==> src/rtl/bai_pkg.sv <==
package bai_pkg;

    localparam int PIX_W = 8;
    localparam int SUM_W = 21;
    localparam int CFG_ADDR_W = 4;

    localparam logic [CFG_ADDR_W-1:0] ADDR_SRC_WIDTH  = 4'h0;
    localparam logic [CFG_ADDR_W-1:0] ADDR_SRC_HEIGHT = 4'h4;
    localparam logic [CFG_ADDR_W-1:0] ADDR_ICON_SIZE  = 4'h8;

    typedef enum logic [2:0] {
        ST_CLEAR,
        ST_IDLE,
        ST_READ,
        ST_ACC,
        ST_DIV_COL,
        ST_DIV_GRP,
        ST_OUT
    } state_t;

    // divider request and reply
    typedef struct packed {
        logic              start;
        logic [SUM_W-1:0]  dividend;
        logic [SUM_W-1:0]  divisor;
    } div_req_t;

    typedef struct packed {
        logic              busy;
        logic              done;
        logic [SUM_W-1:0]  quotient;
    } div_rsp_t;

endpackage

==> src/rtl/bai_div.sv <==
module bai_div
    import bai_pkg::*;
(
    input  logic     clk,
    input  logic     rst_n,
    input  div_req_t req,
    output div_rsp_t rsp
);

    localparam int CNT_W = $clog2(SUM_W + 1);

    logic [SUM_W-1:0] quo_reg, quo_next;
    logic [SUM_W-1:0] rem_reg, rem_next;
    logic [SUM_W-1:0] dsr_reg, dsr_next;
    logic [CNT_W-1:0] cnt_reg, cnt_next;
    logic             busy_reg, busy_next;
    logic             done_reg, done_next;
    logic [SUM_W:0]   trial;
    logic [SUM_W:0]   shifted;

    // one quotient bit per cycle, restoring
    always_comb
    begin
        quo_next  = quo_reg;
        rem_next  = rem_reg;
        dsr_next  = dsr_reg;
        cnt_next  = cnt_reg;
        busy_next = busy_reg;
        done_next = 1'b0;
        shifted   = {rem_reg, quo_reg[SUM_W-1]};
        trial     = shifted - {1'b0, dsr_reg};
        if (req.start)
        begin
            quo_next  = req.dividend;
            rem_next  = '0;
            dsr_next  = req.divisor;
            cnt_next  = CNT_W'(SUM_W);
            busy_next = 1'b1;
        end
        else if (busy_reg)
        begin
            if (!trial[SUM_W])
            begin
                rem_next = trial[SUM_W-1:0];
                quo_next = {quo_reg[SUM_W-2:0], 1'b1};
            end
            else
            begin
                rem_next = shifted[SUM_W-1:0];
                quo_next = {quo_reg[SUM_W-2:0], 1'b0};
            end
            cnt_next = cnt_reg - 1'b1;
            if (cnt_reg == CNT_W'(1))
            begin
                busy_next = 1'b0;
                done_next = 1'b1;
            end
        end
    end

    always_ff @(posedge clk or negedge rst_n)
    begin
        if (!rst_n)
        begin
            busy_reg <= 1'b0;
            done_reg <= 1'b0;
            cnt_reg  <= '0;
        end
        else
        begin
            busy_reg <= busy_next;
            done_reg <= done_next;
            cnt_reg  <= cnt_next;
        end
    end

    always_ff @(posedge clk)
    begin
        quo_reg <= quo_next;
        rem_reg <= rem_next;
        dsr_reg <= dsr_next;
    end

    assign rsp.busy     = busy_reg;
    assign rsp.done     = done_reg;
    assign rsp.quotient = quo_reg;

`ifndef SYNTHESIS
    a_done_after_busy: assert property (@(posedge clk) disable iff (!rst_n)
        rsp.done |-> $past(busy_reg))
        else $error("divider done without busy");
    a_done_ends_busy: assert property (@(posedge clk) disable iff (!rst_n)
        rsp.done |-> !busy_reg || $past(req.start))
        else $error("divider still busy at done");
    a_count_zero_idle: assert property (@(posedge clk) disable iff (!rst_n)
        (busy_reg && !req.start && cnt_reg == CNT_W'(1)) |=> rsp.done)
        else $error("divider missed done");
`endif

endmodule
==> config.mk <==
export PLATFORM = sky130hd
export DESIGN_NAME = bai_div
export DESIGN_NICKNAME = d
export VERILOG_FILES = /design/src/rtl/bai_pkg.sv /design/src/rtl/bai_div.sv
export SDC_FILE = /design/constraint.sdc
export NUM_CORES = 1
export LEC_CHECK = 0
export BUFFER_PORTS_ARGS = -buffer_cell sky130_fd_sc_hd__clkbuf_2
export CORE_AREA = 4 4 73 125
export CTS_CLUSTER_SIZE = 40
export DETAILED_ROUTE_END_ITERATION = 8
export DIE_AREA = 0 0 77 129
export GPL_ROUTABILITY_DRIVEN = 0
export HOLD_SLACK_MARGIN = 0.02
export PLACE_DENSITY = 0.76
export SLEW_MARGIN = 40
export SYNTH_ARGS = -nofsm -noshare
export SYNTH_HDL_FRONTEND = slang
export SYNTH_SLANG_ARGS = --single-unit
export TNS_END_PERCENT = 1
==> constraint.sdc <==
create_clock -name clk -period 3.8 [get_ports clk]
set_input_delay 0.19 -clock clk [delete_from_list [all_inputs] [get_ports clk]]
set_output_delay 0.19 -clock clk [all_outputs]
set_load 0.01 [all_outputs]
==> flow_metrics.tcl, run 1 <==
set metrics [dict create \
    dpl.hpwl_mm 6.00 \
    pin_count 68 \
    firstDrtPassIters 4 \
    ff2ff_setup_slack_ns 0.90 \
    synth.distinct_cells 59 \
    area_delta_synth_final_pct 18.1 \
    synthTopCellsByArea "edfxtp_1 (32%), dfxtp_1 (11%), ha_1 (7.3%)" \
    power.density_mw_per_mm2 430 \
    diodes 0 \
    reg2regPathDepth 11 \
    vias 2943 \
    grt_overflow_total 0 \
    layout_min_cycle_time_ns 2.90 \
    syn_inst 362 \
    syn-cell-area_sq_mm 0.00396 \
    drive_above_1_share_pct 27.2 \
    finalSetupViolations 0 \
    core_sq_mm 0.00802 \
    routedWlPerCell_um 15.4 \
    grt_pass1_wl_mm 13.7 \
    synth.largest_area_cell "edfxtp_1" \
    p_leak_nw 1.98 \
    wl_mm 8.09 \
    min_period_over_period_pct 76.3 \
    maxCapViolCount 0 \
    cts_root_buffer "clkbuf_16" \
    ant_nets 0 \
    seq_area_frac_synth_pct 46.9 \
    core.rowCount 43 \
    drc 0 \
    crit_path_end "rem_reg[10]$_SDFFE_PP0P_" \
    power_mw 2.01 \
    drt_iter0_drc 163 \
    nets 498 \
    critPathRequiredTime_ns 4.06 \
    die_y_um 129 \
    cts_setup_buffers 0 \
    yosys_warnings 0 \
    cts.sinks 70 \
    cts_tree "done" \
    finalClockSkew_ns 0.00541 \
    numCtsBuffers 9 \
    hold_viol 0 \
    avgSynthCellArea_sq_um 10.9 \
    setup_tns_ns 0 \
    ctsResizeCount 0 \
    hp-class "in2reg" \
    ys.flop_type "edfxtp_1" \
    arrival_ns 3.16 \
    rsz0062_at_grt "no" \
    clk_latency_ns 0.33 \
    crit_fanout 16 \
    synth.top_cell.area_share_pct 31.8 \
    tightestPinTransition_ns 0.765 \
    async_flop_share_pct 10.0 \
    crit_start "dsr_reg[1]$_DFFE_PP_" \
    track_usage_pct 17.5 \
    status "finished clean" \
    cts-htree-levels 3 \
    first_global_vias 3022 \
    worstReg2RegStart "dsr_reg[1]$_DFFE_PP_" \
    start_util_pct 49.4 \
    clkTransAtPathRegs_ns 0.06 \
    antenna_found_initial 0 \
    die-area_sq_mm 0.00993 \
    synth-edff-count 42 \
    cts_buffer_depth 2 \
    worstSetupStartpointType "register" \
    yosys_register_bits 70 \
    critPathCaptureType "register" \
    viasPerCell 5.62 \
    fillers 635 \
    crit_type "reg2reg" \
    vdd_ir_drop_max_mv 0.307 \
    cts_hold_buf 1 \
    max_freq_ghz 0.345 \
    grt_max_degree 67 \
    port_buffers 67 \
    rr_endpoint "rem_reg[10]$_SDFFE_PP0P_" \
    slew_headroom_pct 49.0 \
    slew_violations 0 \
    synth_fp_nets 431 \
    die_w_um 77 \
]
-- cells in the final DEF (no fill, tap or decap), types with 3 or more instances in the layout --
master / netlist / routed
a211oi_1: 14 / 14
edfxtp_1: 42 / 42
inv_1: 33 / 32
clkbuf_16: 0 / 9
a21oi_1: 13 / 13
nand4_1: 5 / 5
o21ai_0: 6 / 6
o22ai_1: 4 / 4
xor2_1: 5 / 5
dfrtp_1: 7 / 7
clkbuf_2: 0 / 67
o31ai_1: 3 / 3
mux2i_1: 15 / 15
a21o_1: 4 / 4
nand2_1: 16 / 16
clkbuf_1: 7 / 3
o21a_1: 5 / 5
dfxtp_1: 21 / 21
nand2b_1: 8 / 8
xnor2_1: 15 / 15
nor2_1: 32 / 32
ha_1: 23 / 23
mux2_2: 21 / 21
o21ai_1: 11 / 11
nor3_1: 6 / 6
-- cells in the mapped netlist (2+ instances only) --
cell type	n
inv_1	33
a211oi_1	14
o21ai_2	2
clkbuf_1	7
mux2i_1	15
xor2_1	5
nand3_1	2
o31a_1	2
a21o_1	4
o21ai_1	11
o21ai_0	6
nand2_1	16
o31ai_1	3
nor3_1	6
dfxtp_1	21
nand2b_1	8
buf_4	2
mux2_2	21
nor2_1	32
a21oi_1	13
o21bai_1	2
ha_1	23
nand4_1	5
o311ai_1	2
xnor2_1	15
a31oi_1	2
o21a_1	5
dfrtp_1	7
edfxtp_1	42
buf_1	4
o22ai_1	4
-- per-layer routing --
metal  vias up  global-route usage, %  share of wire [%]
li1       1455                      -                  -
met1      1395                   18.7                 38
met2        79                   31.6                 53
met3        14                   4.48                5.5
met4         0                   8.70                2.6
met5         -                      0                  0
-- where the power goes --
group	switching (mW)	internal (mW)	leakage, nW
Combinational	0.145	0.132	1.16
Clock	0.296	0.542	0.145
Sequential	0.0294	0.867	0.679
-- metrics by stage --
step / area (sq um) / instances / setup WS (ns) / util, % / hold WS [ns]
2_1_floorplan: 3960 / 362 / 1.21 / - / -0.106
3_3_place_gp: 4370 / 507 / 0.994 / 54.5 / 0.0323
3_5_place_dp: 4370 / 507 / 0.913 / 54.5 / 0.0394
4_1_cts: 4680 / 524 / 0.896 / 58.4 / 0.0240
5_1_grt: 4680 / 524 / 0.624 / 58.4 / 0.0234
6_report: 4680 / 524 / 0.901 / 58.4 / 0.0301
-- logic make-up (layout without fill, tap and decap cells) --
family / Yosys count / after routing / synth area share (%)
simple gates: 79 / 79 / 9.88
flops: 70 / 70 / 46.9
buf+inv: 48 / 120 / 4.96
compound gates: 83 / 83 / 15.4
fa+ha+maj: 24 / 24 / 7.77
xor+xnor: 21 / 21 / 5.12
mux: 37 / 37 / 10.0
-- final cells by class --
| cell class | instances | area [sq um] | area share, % |
|---|---|---|---|
| sequential | 70 | 1860 | 39.7 |
| multi-input combinational | 244 | 1910 | 40.8 |
| inverter | 33 | 124 | 2.65 |
| clock buffer | 14 | 264 | 5.64 |
| clock inverter | 2 | 33.8 | 0.722 |
| timing repair buffer | 71 | 380 | 8.13 |
| tap | 90 | 113 | 2.41 |
-- worst min path at each step --
stage,startpoint,end,cells after the start
6_report,req[11],dsr_reg[11]$_DFFE_PP_,1
2_1_floorplan,rst_n,busy_reg$_DFF_PN0_,0
4_1_cts,req[11],dsr_reg[11]$_DFFE_PP_,1
3_3_place_gp,rst_n,cnt_reg[3]$_DFFE_PN0P_,1
3_5_place_dp,rst_n,done_reg$_DFF_PN0_,1
5_1_grt,req[19],dsr_reg[19]$_DFFE_PP_,1
-- critical path, stage by stage (launching register included) --
cell and delay (ns):
edfxtp_1 0.41, inv_1 0.08, ha_1 0.21, nor2b_1 0.15, o2111ai_1 0.24, a31oi_1 0.20
o41ai_2 0.34, a21oi_2 0.18, xnor2_4 0.37, buf_12 0.22, mux2_1 0.33, o21ai_1 0.11
No activity file was read; power rests on OpenSTA's default activity.
==> run 2, diff against run 1 <==
--- a/config.mk
+++ b/config.mk
@@ -12,7 +12,7 @@
 export DIE_AREA = 0 0 77 129
 export GPL_ROUTABILITY_DRIVEN = 0
 export HOLD_SLACK_MARGIN = 0.02
-export PLACE_DENSITY = 0.76
+export PLACE_DENSITY = 0.78
 export SLEW_MARGIN = 40
 export SYNTH_ARGS = -nofsm -noshare
 export SYNTH_HDL_FRONTEND = slang
==> constraint.sdc (replaced) <==
create_clock -name clk -period 2.4 [get_ports clk]
set_input_delay 0.12 -clock clk [delete_from_list [all_inputs] [get_ports clk]]
set_output_delay 0.12 -clock clk [all_outputs]
set_load 0.01 [all_outputs]
==> flow_metrics.tcl, run 2 (same netlist as run 1, synthesis figures left out) <==
set metrics [dict create \
    first_global_vias 3510 \
    cts-htree-levels 3 \
    clkTransAtPathRegs_ns 0.06 \
    die_w_um 77 \
    max_freq_ghz 0.373 \
    track_usage_pct 20.2 \
    grt_overflow_total 0 \
    worstSetupStartpointType "register" \
    holdPathStages 2 \
    viasPerCell 5.57 \
    post-route-util_pct 69.0 \
    ant_nets 0 \
    cts_buffer_depth 2 \
    grt_max_degree 28 \
    p_leak_nw 2.39 \
    crit_type "reg2reg" \
    routedWlPerCell_um 16.6 \
    die-area_sq_mm 0.00993 \
    layout_min_cycle_time_ns 2.68 \
    antenna_found_initial 0 \
    nets 569 \
    cts.sinks 70 \
    worstReg2RegStart "dsr_reg[1]$_DFFE_PP_" \
    crit_chain "inv_2 -> ha_4 -> nor2b_4 -> o2111ai_4 -> a31oi_4 -> buf_6 -> o41a_1 -> o21ai_1 -> nand2b_1 -> a221o_1 -> o22ai_2" \
    max_stage_delay_ns 0.44 \
    cts_tree "done" \
    vias 3317 \
    wl_mm 9.85 \
    clk_latency_ns 0.34 \
    grt_pass1_wl_mm 15.8 \
    place_ws_ns -0.262 \
    design_area_sq_mm 0.00553 \
    pin_count 68 \
    drt_iter0_drc 240 \
    critPathCaptureType "register" \
    critPathRequiredTime_ns 2.65 \
    path_buf_inv 2 \
    hp-start "req[37]" \
    arrival_ns 2.93 \
    status "finished, violations left" \
    die_y_um 129 \
    slew_headroom_pct 69.0 \
    rsz0062_at_grt "yes" \
    final_common_cell "clkbuf_2" \
    diodes 0 \
    finalClockSkew_ns 0.00639 \
    final_cell_mix "clkbuf_2 (67), buf_4 (47), edfxtp_1 (42)" \
    area_delta_synth_final_pct 39.6 \
    hp-class "in2reg" \
    slew_violations 0 \
    crit_fanout 4 \
    tightestPinTransition_ns 0.465 \
    maxCapViolCount 0 \
    ff2ff_setup_slack_ns -0.28 \
    core_sq_mm 0.00802 \
    port_buffers 67 \
    setup_ws_ns -0.283 \
    cts_root_buffer "clkbuf_16" \
    setup_tns_ns -4.32 \
    drc 0 \
    min_period_over_period_pct 112 \
    finalSetupViolations 22 \
    hold_viol 0 \
    hold_end "quo_reg[16]$_DFFE_PP_" \
    numCtsBuffers 9 \
    vdd_ir_drop_max_mv 0.565 \
    core.rowCount 43 \
    drive_above_1_share_pct 39.4 \
    firstDrtPassIters 4 \
    reg2regPathDepth 11 \
    critical_path.slowest_cell "o41a_1" \
    power.density_mw_per_mm2 642 \
    fillers 539 \
    placed_cell_area_sq_mm 0.00468 \
    power_mw 3.55 \
    cp_top_family "compound AO/OA/AOI/OAI gates" \
    violations "setup timing" \
    start_util_pct 49.4 \
    dpl.hpwl_mm 6.80 \
    rr_endpoint "rem_reg[17]$_SDFFE_PP0P_" \
]
[run 2: repair_timing]
action / 4_1_cts / 5_1_grt
hold buffers: 22 / 0
buffers inserted: 1 / 9
resized for setup: 4 / 36
endpoints found under the setup margin: 22 / 22
pin swaps: 6 / 17
hold endpoints to repair: 28 / 0
[run 2: worst reg2reg max path: cells and delay by family, from the launching register on]
| family | cells | cell delay [ns] |
|---|---|---|
| AOI/OAI and AO/OA | 6 | 1.51 |
| adders and majority gates | 1 | 0.20 |
| buffers and inverters | 2 | 0.22 |
| DFF | 1 | 0.40 |
| and+or+nand+nor | 2 | 0.27 |
[run 2: worst max path at each step]
stage	start	end	slack (ns)	depth (start not counted)
after floorplan	quo_reg[20]$_DFFE_PP_	rem_reg[20]$_SDFFE_PP0P_	-0.15	12
after global placement	dsr_reg[1]$_DFFE_PP_	rem_reg[13]$_SDFFE_PP0P_	-0.19	11
after detailed placement	dsr_reg[1]$_DFFE_PP_	rem_reg[19]$_SDFFE_PP0P_	-0.26	11
after CTS	quo_reg[20]$_DFFE_PP_	rem_reg[20]$_SDFFE_PP0P_	-0.18	12
after global routing	dsr_reg[1]$_DFFE_PP_	rem_reg[4]$_SDFFE_PP0P_	-0.42	12
final	dsr_reg[1]$_DFFE_PP_	rem_reg[17]$_SDFFE_PP0P_	-0.28	11
[run 2: power by group]
group	total, mW	internal (mW)	switching (mW)	leakage (nW)
registers	1.42	1.37	0.0500	0.679
clock network	1.53	1.02	0.515	0.170
logic	0.594	0.307	0.287	1.54
total	3.55	2.70	0.852	2.39
[run 2: cell type report]
| type | instances | area [sq um] | area share (%) |
|---|---|---|---|
| clock inverter | 7 | 121 | 2.19 |
| tap | 90 | 113 | 2.04 |
| sequential | 70 | 1860 | 33.6 |
| inverter | 33 | 124 | 2.24 |
| timing repair buffer | 142 | 1010 | 18.2 |
| multi-input combinational | 244 | 2090 | 37.7 |
| clock buffer | 9 | 225 | 4.07 |
[run 2: routing by layer]
layer | vias to the layer above | global-route usage [%] | part of all wire, %
li1 | 1599 | - | -
met1 | 1582 | 20.1 | 37
met2 | 107 | 37.7 | 56
met3 | 29 | 4.62 | 4.6
met4 | 0 | 11.9 | 3.1
met5 | - | 0 | 0
[run 2: metrics by stage]
stage                     hold WS [ns]  std cells
after floorplan                 -0.176        362
after global placement         -0.0414        547
after detailed placement       -0.0357        547
after CTS                       0.0738        586
after global routing            0.0881        595
final                           0.0810        595
